## config.mk

```make
export PLATFORM = sky130hd
export DESIGN_NAME = bcd_clock_register_adjust
export DESIGN_NICKNAME = d
export VERILOG_FILES = /design/src/hdl/bcra_pkg.sv /design/src/hdl/bcra_ram.sv /design/src/hdl/bcra_update.sv /design/src/hdl/bcd_clock_register_adjust.sv
export SDC_FILE = /design/constraint.sdc
export NUM_CORES = 1
export LEC_CHECK = 0
export ABC_AREA = 0
export ABC_CLOCK_PERIOD_IN_PS = 13400
export BUFFER_PORTS_ARGS = -buffer_cell sky130_fd_sc_hd__buf_4
export CAP_MARGIN = 25
export CORE_ASPECT_RATIO = 1.25
export CORE_UTILIZATION = 45
export DETAILED_ROUTE_END_ITERATION = 8
export HOLD_SLACK_MARGIN = 0.02
export MAX_ROUTING_LAYER = met4
export REMOVE_ABC_BUFFERS = 1
export SYNTH_ARGS = -nofsm -noshare
export SYNTH_HDL_FRONTEND = slang
export SYNTH_SLANG_ARGS = --single-unit
```

## constraint.sdc

```tcl
create_clock -name clock -period 13.4 [get_ports clock]
set_input_delay 2.01 -clock clock [delete_from_list [all_inputs] [get_ports clock]]
set_output_delay 2.01 -clock clock [all_outputs]
set_load 0.01 [all_outputs]
```

## src/hdl/bcra_pkg.sv

```systemverilog
// Shared codes and sizes for the BCD clock register adjust block.
`default_nettype none

package bcra_pkg;

   localparam int REG_DEPTH = 7;
   localparam logic [2:0] REG_LIMIT = 3'(REG_DEPTH);

   localparam logic [2:0] KIND_READ     = 3'd0;
   localparam logic [2:0] KIND_WRITE    = 3'd1;
   localparam logic [2:0] KIND_INCR     = 3'd2;
   localparam logic [2:0] KIND_TOG_AMPM = 3'd3;
   localparam logic [2:0] KIND_TOG_MODE = 3'd4;

   localparam logic [2:0] REG_SEC   = 3'd0;
   localparam logic [2:0] REG_MIN   = 3'd1;
   localparam logic [2:0] REG_HOUR  = 3'd2;
   localparam logic [2:0] REG_WDAY  = 3'd3;
   localparam logic [2:0] REG_DATE  = 3'd4;
   localparam logic [2:0] REG_MONTH = 3'd5;
   localparam logic [2:0] REG_YEAR  = 3'd6;

endpackage

`default_nettype wire

```

## src/hdl/bcra_ram.sv

```systemverilog
// Generic RAM: one write port, one read port with registered read data.
`default_nettype none

module bcra_ram #(
   parameter int WIDTH = 8,
   parameter int DEPTH = 7
) (
   input  wire logic                     clock,
   input  wire logic                     wr_en,
   input  wire logic [$clog2(DEPTH)-1:0] wr_addr,
   input  wire logic [WIDTH-1:0]         wr_data,
   input  wire logic [$clog2(DEPTH)-1:0] rd_addr,
   output logic      [WIDTH-1:0]         rd_data
);

   logic [WIDTH-1:0] mem_ff [DEPTH];
   logic [WIDTH-1:0] rd_data_ff;

   always_ff @(posedge clock) begin
      if (wr_en) begin
         mem_ff[wr_addr] <= wr_data;
      end
      rd_data_ff <= mem_ff[rd_addr];
   end

   assign rd_data = rd_data_ff;

endmodule

`default_nettype wire

```

## src/hdl/bcra_update.sv

```systemverilog
// Next-value logic for one register access: write, BCD increment and hour toggles.
`default_nettype none

module bcra_update (
   input  wire logic [2:0] kind,
   input  wire logic [2:0] reg_index,
   input  wire logic [7:0] write_data,
   input  wire logic [7:0] cur,
   output logic      [7:0] nxt
);

   function automatic logic [7:0] bcd_dec(input logic [7:0] b);
      bcd_dec = {1'b0, b[7:4], 3'b000} + {3'b000, b[7:4], 1'b0} + {4'b0000, b[3:0]};
   endfunction

   // divide by ten through reciprocal 205/2048, exact for all 8-bit values
   function automatic logic [7:0] bcd_enc(input logic [7:0] n);
      logic [18:0] prod;
      logic [4:0]  q;
      logic [7:0]  qten;
      logic [7:0]  rem;
      prod = {11'b0, n} * 19'd205;
      q    = prod[15:11];
      qten = {q, 3'b000} + {2'b00, q, 1'b0};
      rem  = n - qten;
      bcd_enc = {q[3:0], rem[3:0]};
   endfunction

   function automatic logic [7:0] step_wrap(input logic [7:0] b, input logic [7:0] at,
                                            input logic [7:0] to);
      logic [7:0] d;
      d = bcd_dec(b) + 8'd1;
      if (d == at) begin
         d = to;
      end
      step_wrap = bcd_enc(d);
   endfunction

   function automatic logic [7:0] step_hours(input logic [7:0] r);
      logic [7:0] d;
      d = bcd_dec({3'b000, r[4:0]}) + 8'd1;
      if (d == 8'd13) begin
         d = 8'd1;
      end
      if (r[7:5] <= 3'd1) begin
         step_hours = step_wrap(r, 8'd24, 8'd0);
      end else if (r[7]) begin
         step_hours = r;
      end else begin
         step_hours = bcd_enc(d) | ((r[7:5] == 3'd2) ? 8'h40 : 8'h60);
      end
   endfunction

   function automatic logic [7:0] toggle_ampm(input logic [7:0] r);
      if (r[6:5] == 2'b11) begin
         toggle_ampm = r & 8'h5F;
      end else if (r[6]) begin
         toggle_ampm = r | 8'h60;
      end else begin
         toggle_ampm = r;
      end
   endfunction

   function automatic logic [7:0] toggle_mode(input logic [7:0] r);
      logic [7:0] d24;
      logic [7:0] d12;
      d24 = bcd_dec(r);
      d12 = bcd_dec({3'b000, r[4:0]}) + 8'd12;
      if (d12 == 8'd24) begin
         d12 = 8'd0;
      end
      if (!r[6]) begin
         if (d24 == 8'd0) begin
            toggle_mode = 8'h72;
         end else if (d24 > 8'd12) begin
            toggle_mode = bcd_enc(d24 - 8'd12) | 8'h60;
         end else begin
            toggle_mode = bcd_enc(d24) | 8'h40;
         end
      end else if (!r[5]) begin
         toggle_mode = r & 8'h1F;
      end else begin
         toggle_mode = bcd_enc(d12);
      end
   endfunction

   function automatic logic [7:0] incr_reg(input logic [2:0] idx, input logic [7:0] r);
      unique case (idx)
         bcra_pkg::REG_SEC,
         bcra_pkg::REG_MIN:   incr_reg = step_wrap(r, 8'd60, 8'd0);
         bcra_pkg::REG_HOUR:  incr_reg = step_hours(r);
         bcra_pkg::REG_WDAY:  incr_reg = step_wrap(r, 8'd8, 8'd1);
         bcra_pkg::REG_DATE:  incr_reg = step_wrap(r, 8'd32, 8'd1);
         bcra_pkg::REG_MONTH: incr_reg = step_wrap({1'b0, r[6:0]}, 8'd13, 8'd1);
         bcra_pkg::REG_YEAR:  incr_reg = step_wrap(r, 8'd100, 8'd0);
         default:             incr_reg = r;
      endcase
   endfunction

   always_comb begin
      unique case (kind)
         bcra_pkg::KIND_WRITE:    nxt = write_data;
         bcra_pkg::KIND_INCR:     nxt = incr_reg(reg_index, cur);
         bcra_pkg::KIND_TOG_AMPM: nxt = toggle_ampm(cur);
         bcra_pkg::KIND_TOG_MODE: nxt = toggle_mode(cur);
         default:                 nxt = cur;
      endcase
   end

endmodule

`default_nettype wire

```

## src/hdl/bcd_clock_register_adjust.sv

```systemverilog
// Top level: BCD time register file with read, write, increment and hour-mode toggles.
// Each transaction runs in two steps: the addressed entry is first read from the register
// RAM (registered read); then the new value is computed, written back and loaded into the
// result register. No new request is taken until the current one has finished, and the
// request side waits while the result register is full and not being taken. Toggle
// requests always work on the hours register. Reset clears all seven registers at once
// through per-entry valid bits; there is no clearing pass.
`default_nettype none

module bcd_clock_register_adjust (
   input  wire logic        clock,
   input  wire logic        reset,
   input  wire logic        req_tvalid,
   output logic             req_tready,
   input  wire logic [15:0] req_tdata,  // [2:0] reg_index, [10:3] write_data, zero pad
   input  wire logic [2:0]  req_tuser,  // [2:0] kind
   output logic             rsp_tvalid,
   input  wire logic        rsp_tready,
   output logic [15:0]      rsp_tdata   // [7:0] read_data, [9:8] hour_format, zero pad
);

   localparam logic S_IDLE = 1'b0;
   localparam logic S_EXEC = 1'b1;

   logic       state_ff, state_in;
   logic [2:0] kind_ff, kind_in;
   logic [2:0] idx_ff, idx_in;
   logic [7:0] wd_ff, wd_in;
   logic [bcra_pkg::REG_DEPTH-1:0] vld_ff, vld_in;
   logic [1:0] hour_fmt_ff, hour_fmt_in;
   logic       rsp_valid_ff, rsp_valid_in;
   logic [7:0] rsp_data_ff, rsp_data_in;
   logic [1:0] rsp_fmt_ff, rsp_fmt_in;

   logic       req_fire;
   logic       issue;
   logic       idx_valid;
   logic [2:0] req_idx;
   logic [2:0] rd_addr;
   logic [2:0] wr_addr;
   logic       ram_we;
   logic [7:0] ram_q;
   logic [7:0] cur;
   logic [7:0] nxt;

   assign req_tready = (state_ff == S_IDLE);
   assign req_fire   = req_tvalid && req_tready;
   assign issue      = (state_ff == S_EXEC) && (!rsp_valid_ff || rsp_tready);
   assign idx_valid  = idx_ff < bcra_pkg::REG_LIMIT;

   assign req_idx = (req_tuser[2:0] == bcra_pkg::KIND_TOG_AMPM ||
                     req_tuser[2:0] == bcra_pkg::KIND_TOG_MODE) ? bcra_pkg::REG_HOUR
                                                                : req_tdata[2:0];
   assign wr_addr = idx_valid ? idx_ff : bcra_pkg::REG_SEC;
   assign rd_addr = (state_ff == S_IDLE) ?
                    ((req_idx < bcra_pkg::REG_LIMIT) ? req_idx : bcra_pkg::REG_SEC) : wr_addr;
   assign ram_we  = issue && idx_valid;
   assign cur     = vld_ff[wr_addr] ? ram_q : 8'h00;

   bcra_ram #(
      .WIDTH (8),
      .DEPTH (bcra_pkg::REG_DEPTH)
   ) u_ram (
      .clock   (clock),
      .wr_en   (ram_we),
      .wr_addr (wr_addr),
      .wr_data (nxt),
      .rd_addr (rd_addr),
      .rd_data (ram_q)
   );

   bcra_update u_update (
      .kind       (kind_ff),
      .reg_index  (idx_ff),
      .write_data (wd_ff),
      .cur        (cur),
      .nxt        (nxt)
   );

   always_comb begin
      state_in     = state_ff;
      kind_in      = kind_ff;
      idx_in       = idx_ff;
      wd_in        = wd_ff;
      vld_in       = vld_ff;
      hour_fmt_in  = hour_fmt_ff;
      rsp_valid_in = rsp_valid_ff && !rsp_tready;
      rsp_data_in  = rsp_data_ff;
      rsp_fmt_in   = rsp_fmt_ff;
      unique case (state_ff)
         S_IDLE: begin
            if (req_fire) begin
               kind_in  = req_tuser[2:0];
               idx_in   = req_idx;
               wd_in    = req_tdata[10:3];
               state_in = S_EXEC;
            end
         end
         S_EXEC: begin
            if (issue) begin
               if (ram_we) begin
                  vld_in[wr_addr] = 1'b1;
                  if (idx_ff == bcra_pkg::REG_HOUR) begin
                     hour_fmt_in = nxt[6:5];
                  end
               end
               rsp_valid_in = 1'b1;
               rsp_data_in  = idx_valid ? nxt : 8'h00;
               rsp_fmt_in   = hour_fmt_in;
               state_in     = S_IDLE;
            end
         end
         default: state_in = S_IDLE;
      endcase
   end

   always_ff @(posedge clock) begin
      if (reset) begin
         state_ff     <= S_IDLE;
         vld_ff       <= '0;
         hour_fmt_ff  <= 2'b00;
         rsp_valid_ff <= 1'b0;
      end else begin
         state_ff     <= state_in;
         vld_ff       <= vld_in;
         hour_fmt_ff  <= hour_fmt_in;
         rsp_valid_ff <= rsp_valid_in;
      end
      kind_ff     <= kind_in;
      idx_ff      <= idx_in;
      wd_ff       <= wd_in;
      rsp_data_ff <= rsp_data_in;
      rsp_fmt_ff  <= rsp_fmt_in;
   end

   assign rsp_tvalid = rsp_valid_ff;
   assign rsp_tdata  = {6'b000000, rsp_fmt_ff, rsp_data_ff};

   a_accept_exec: assert property (@(posedge clock) disable iff (reset)
      req_fire |=> state_ff == S_EXEC)
      else $error("accepted transaction did not enter execute");

   a_issue_rsp: assert property (@(posedge clock) disable iff (reset)
      issue |=> rsp_tvalid)
      else $error("completed transaction produced no response");

   a_hour_fmt_clear: assert property (@(posedge clock) disable iff (reset)
      !vld_ff[bcra_pkg::REG_HOUR] |-> hour_fmt_ff == 2'b00)
      else $error("hour format set while hours register never written");

   a_hour_fmt_track: assert property (@(posedge clock) disable iff (reset)
      (ram_we && idx_ff == bcra_pkg::REG_HOUR) |=> hour_fmt_ff == $past(nxt[6:5]))
      else $error("hour format shadow out of step with hours register");

endmodule

`default_nettype wire

```

==> flow_summary.yaml <==
synth:
  ys_types: 83
  muxShareOfSynthArea_pct: 2.17
  ys.warnings.count: 0
  ys_seq_area_share_pct: 16.4
  synthSimpleGateAreaFrac_pct: 10.9
  synth_top_family_by_area: "adder cells"
  synth_compound_area_share_pct: 12.8
  yosysMostFrequentCell: "ha_1"
  synth_top_cell_by_area: "ha_1"
  synthesis.area_um2: 17000
  post_synth_fa_ha_maj_area_fraction_pct: 42.9
  synth_edf_count: 80
  synth_top_area_share_pct: 30.8
  synth_async_sr_flop_share_pct: 0
  synthFlopType: "edfxtp_1"
  syn-mean-instance-area_um2: 9.21
  synth_seq_cells: 99
  synthCells: 1841
  synth_xor_area_share_pct: 6.13
  synth.area.top_cells: "ha_1 (31%), edfxtp_1 (14%), fa_1 (12%)"
  netlist_top_cells_count: "ha_1 (417), inv_1 (329), nand2_1 (114)"
placed_design:
  dpl.hpwl_um: 35300
  gp_congestion: 0.943
  post-place-ws_ns: 1.27
  placed_cell_area_um2: 17800
  numPortBuffers: 29
setup_path:
  critPathMaxStageDelay_ns: 0.76
  worst-path-max-fanout: 16
  cp_data_required_time_ns: 13.49
  worstPathArrival_ns: 12.44
  setup.worst_path.class: "flop to flop"
  cp.buffers_inverters: 9
  rrSetupSlack_ns: 1.05
  start_kind: "flop"
  cp_common_cell: "inv_1"
  crit_family: "adder cells"
  crit_slowest_cell: "edfxtp_1"
  cp-end-kind: "flop"
power:
  peakVddDrop_uv: 137
  power_density_nw_per_um2: 258
  power_leakage_uw: 0.00959
floorplan:
  top_level_ports: 41
  core.rowCount: 79
  design.core.area_um2: 37200
  dieArea_um2: 38500
  die_y_um: 219
  die_w_um: 176
  start_util_pct: 45.6
grt:
  grt_max_degree: 33
  grt_pass1_vias: 13394
  grt_overflow: 0
  grt_pass1_wl_um: 68700
  antenna_found_initial: 0
  grt_usage_pct: 23.5
timing:
  clock_skew_ns: 0.00962
  setup_ws_ns: 1.05
  hold_viol: 0
  period_share_pct: 92.1
  relSlewSlack_pct: 31.0
  min_period_ns: 12.35
  holdWs_ns: 0.476
  fin_setup_tns_ns: 0
  finalSetupViolations: 0
  worst_slew_pin_slew_ns: 1.03
  fmax_ghz: 0.0810
  grt_setup_unrepaired: "false"
  slew_violations: 0
route:
  drc: 0
  num_vias: 12950
  wl_met1_um: 17700
  drt-initial-drc-count: 802
  detail-route-antenna-nets: 0
  drt-total-wl_um: 42500
  wl_per_cell_um: 18.0
  top_layer: "met4"
  wl_met2_um: 22100
  via_per_inst: 5.49
  drt_pass1_iterations: 5
  route.met3.wl_um: 1150
clocking:
  root_buffer: "clkbuf_16"
  cts_setup_buffers: 0
  tritoncts: "done"
  ctsResizeCount: 0
  clk_latency_ns: 0.34
  h-tree-depth: 3
  clkTransAtPathRegs_ns: 0.06
  cts_buffers: 9
  cts_num_sinks: 99
  cts_hold_buf: 0
  clock_path_buffers: 2
status:
  status: "completed"
finish:
  utilization_pct: 48.7
  fin_nets: 2408
  final_cell_area_um2: 18100
  layout-drive-gt1-share_pct: 6.20
  area_growth_syn_to_layout_pct: 6.78
  antenna_cells: 0
min_path:
  hold_class: "flop to flop"
job:
  maxCapViolations: 0
==> layout by cell type, fill, tap and decap left out, drive strengths merged, types with 10 or more instances in the layout <==
master  synthesis  routed
inv           330     331
xor2           33      33
mux2i          24      24
and2           21      21
a21o           29      29
o21ai          80      80
nor2          107     107
edfxtp         80      80
dfxtp          19      19
xnor2          77      77
ha            417     417
buf            17      57
nor2b          12      12
a21oi          66      66
fa            102     102
nand2b         17      17
o221ai         10      10
and3           11      11
a31oi          11      11
a211oi         11      11
nand2         114     114
nand4          14      14
nand3          33      33
mux2           11      11
o21bai         10      10
nor3           27      27
clkbuf         31      10
==> layer usage <==
metal	up-vias	GRT usage, %
met3	80	1.63
met4	0	7.77
met5	-	-
met1	6289	27.3
li1	6348	-
met2	233	42.7
==> report_power, final <==
part	internal (uW)	switching [uW]	leakage, uW
Clock	151	112	0.000149
Combinational	1710	2300	0.00854
Sequential	376	21.5	0.000901
==> through the flow <==
stage / instances / total power, uW
global route: 2357 / 5280
detailed placement: 2341 / 4410
finish: 2357 / 4680
floorplan: 1798 / 3400
CTS: 2357 / 4710
global placement: 2340 / 4290
==> final timing paths <==
| path | startpoint | endpoint | cells past startpoint |
|---|---|---|---|
| min reg2reg | vld_ff[4]$_SDFFE_PP0P_ | vld_ff[4]$_SDFFE_PP0P_ | 2 |
| min | vld_ff[4]$_SDFFE_PP0P_ | vld_ff[4]$_SDFFE_PP0P_ | 2 |
| max reg2reg | idx_ff[0]$_DFFE_PP_ | rsp_data_ff[2]$_SDFFCE_PP0P_ | 42 |
| max | idx_ff[0]$_DFFE_PP_ | rsp_data_ff[2]$_SDFFCE_PP0P_ | 42 |
==> area by class of cell <==
| type | instances | area, um^2 |
|---|---|---|
| Clock inverter | 6 | 72.6 |
| Timing Repair Buffer | 57 | 428 |
| Inverter | 330 | 1240 |
| Tap cell | 486 | 608 |
| Clock buffer | 10 | 239 |
| Multi-Input combinational cell | 1369 | 12700 |
| Fill cell | 3578 | 19100 |
| Sequential cell | 99 | 2780 |
==> sequential cells by signal, summed over array words and instances (netlist names) <==
register,count
rsp_data_ff,8
state_ff,1
rsp_fmt_ff,2
kind_ff,3
vld_ff,7
rsp_tvalid,1
wd_ff,8
u_ram.rd_data,8
hour_fmt_ff,2
idx_ff,3
u_ram.mem_ff,56
==> tightest hold or removal path: stages, from the launching register on <==
cell     delay [ns]
dfxtp_1        0.33
nor2_1         0.05
nor2_1         0.07
==> cell families after synthesis <==
logic type | after synthesis
other | 1
AO/OA/AOI/OAI | 306
multiplexers | 35
flip-flops | 99
adder cells (fa/ha/maj) | 520
AND/OR/NAND/NOR | 389
XOR/XNOR | 113
buffers and inverters | 378
(Power assumes the default switching activity.)
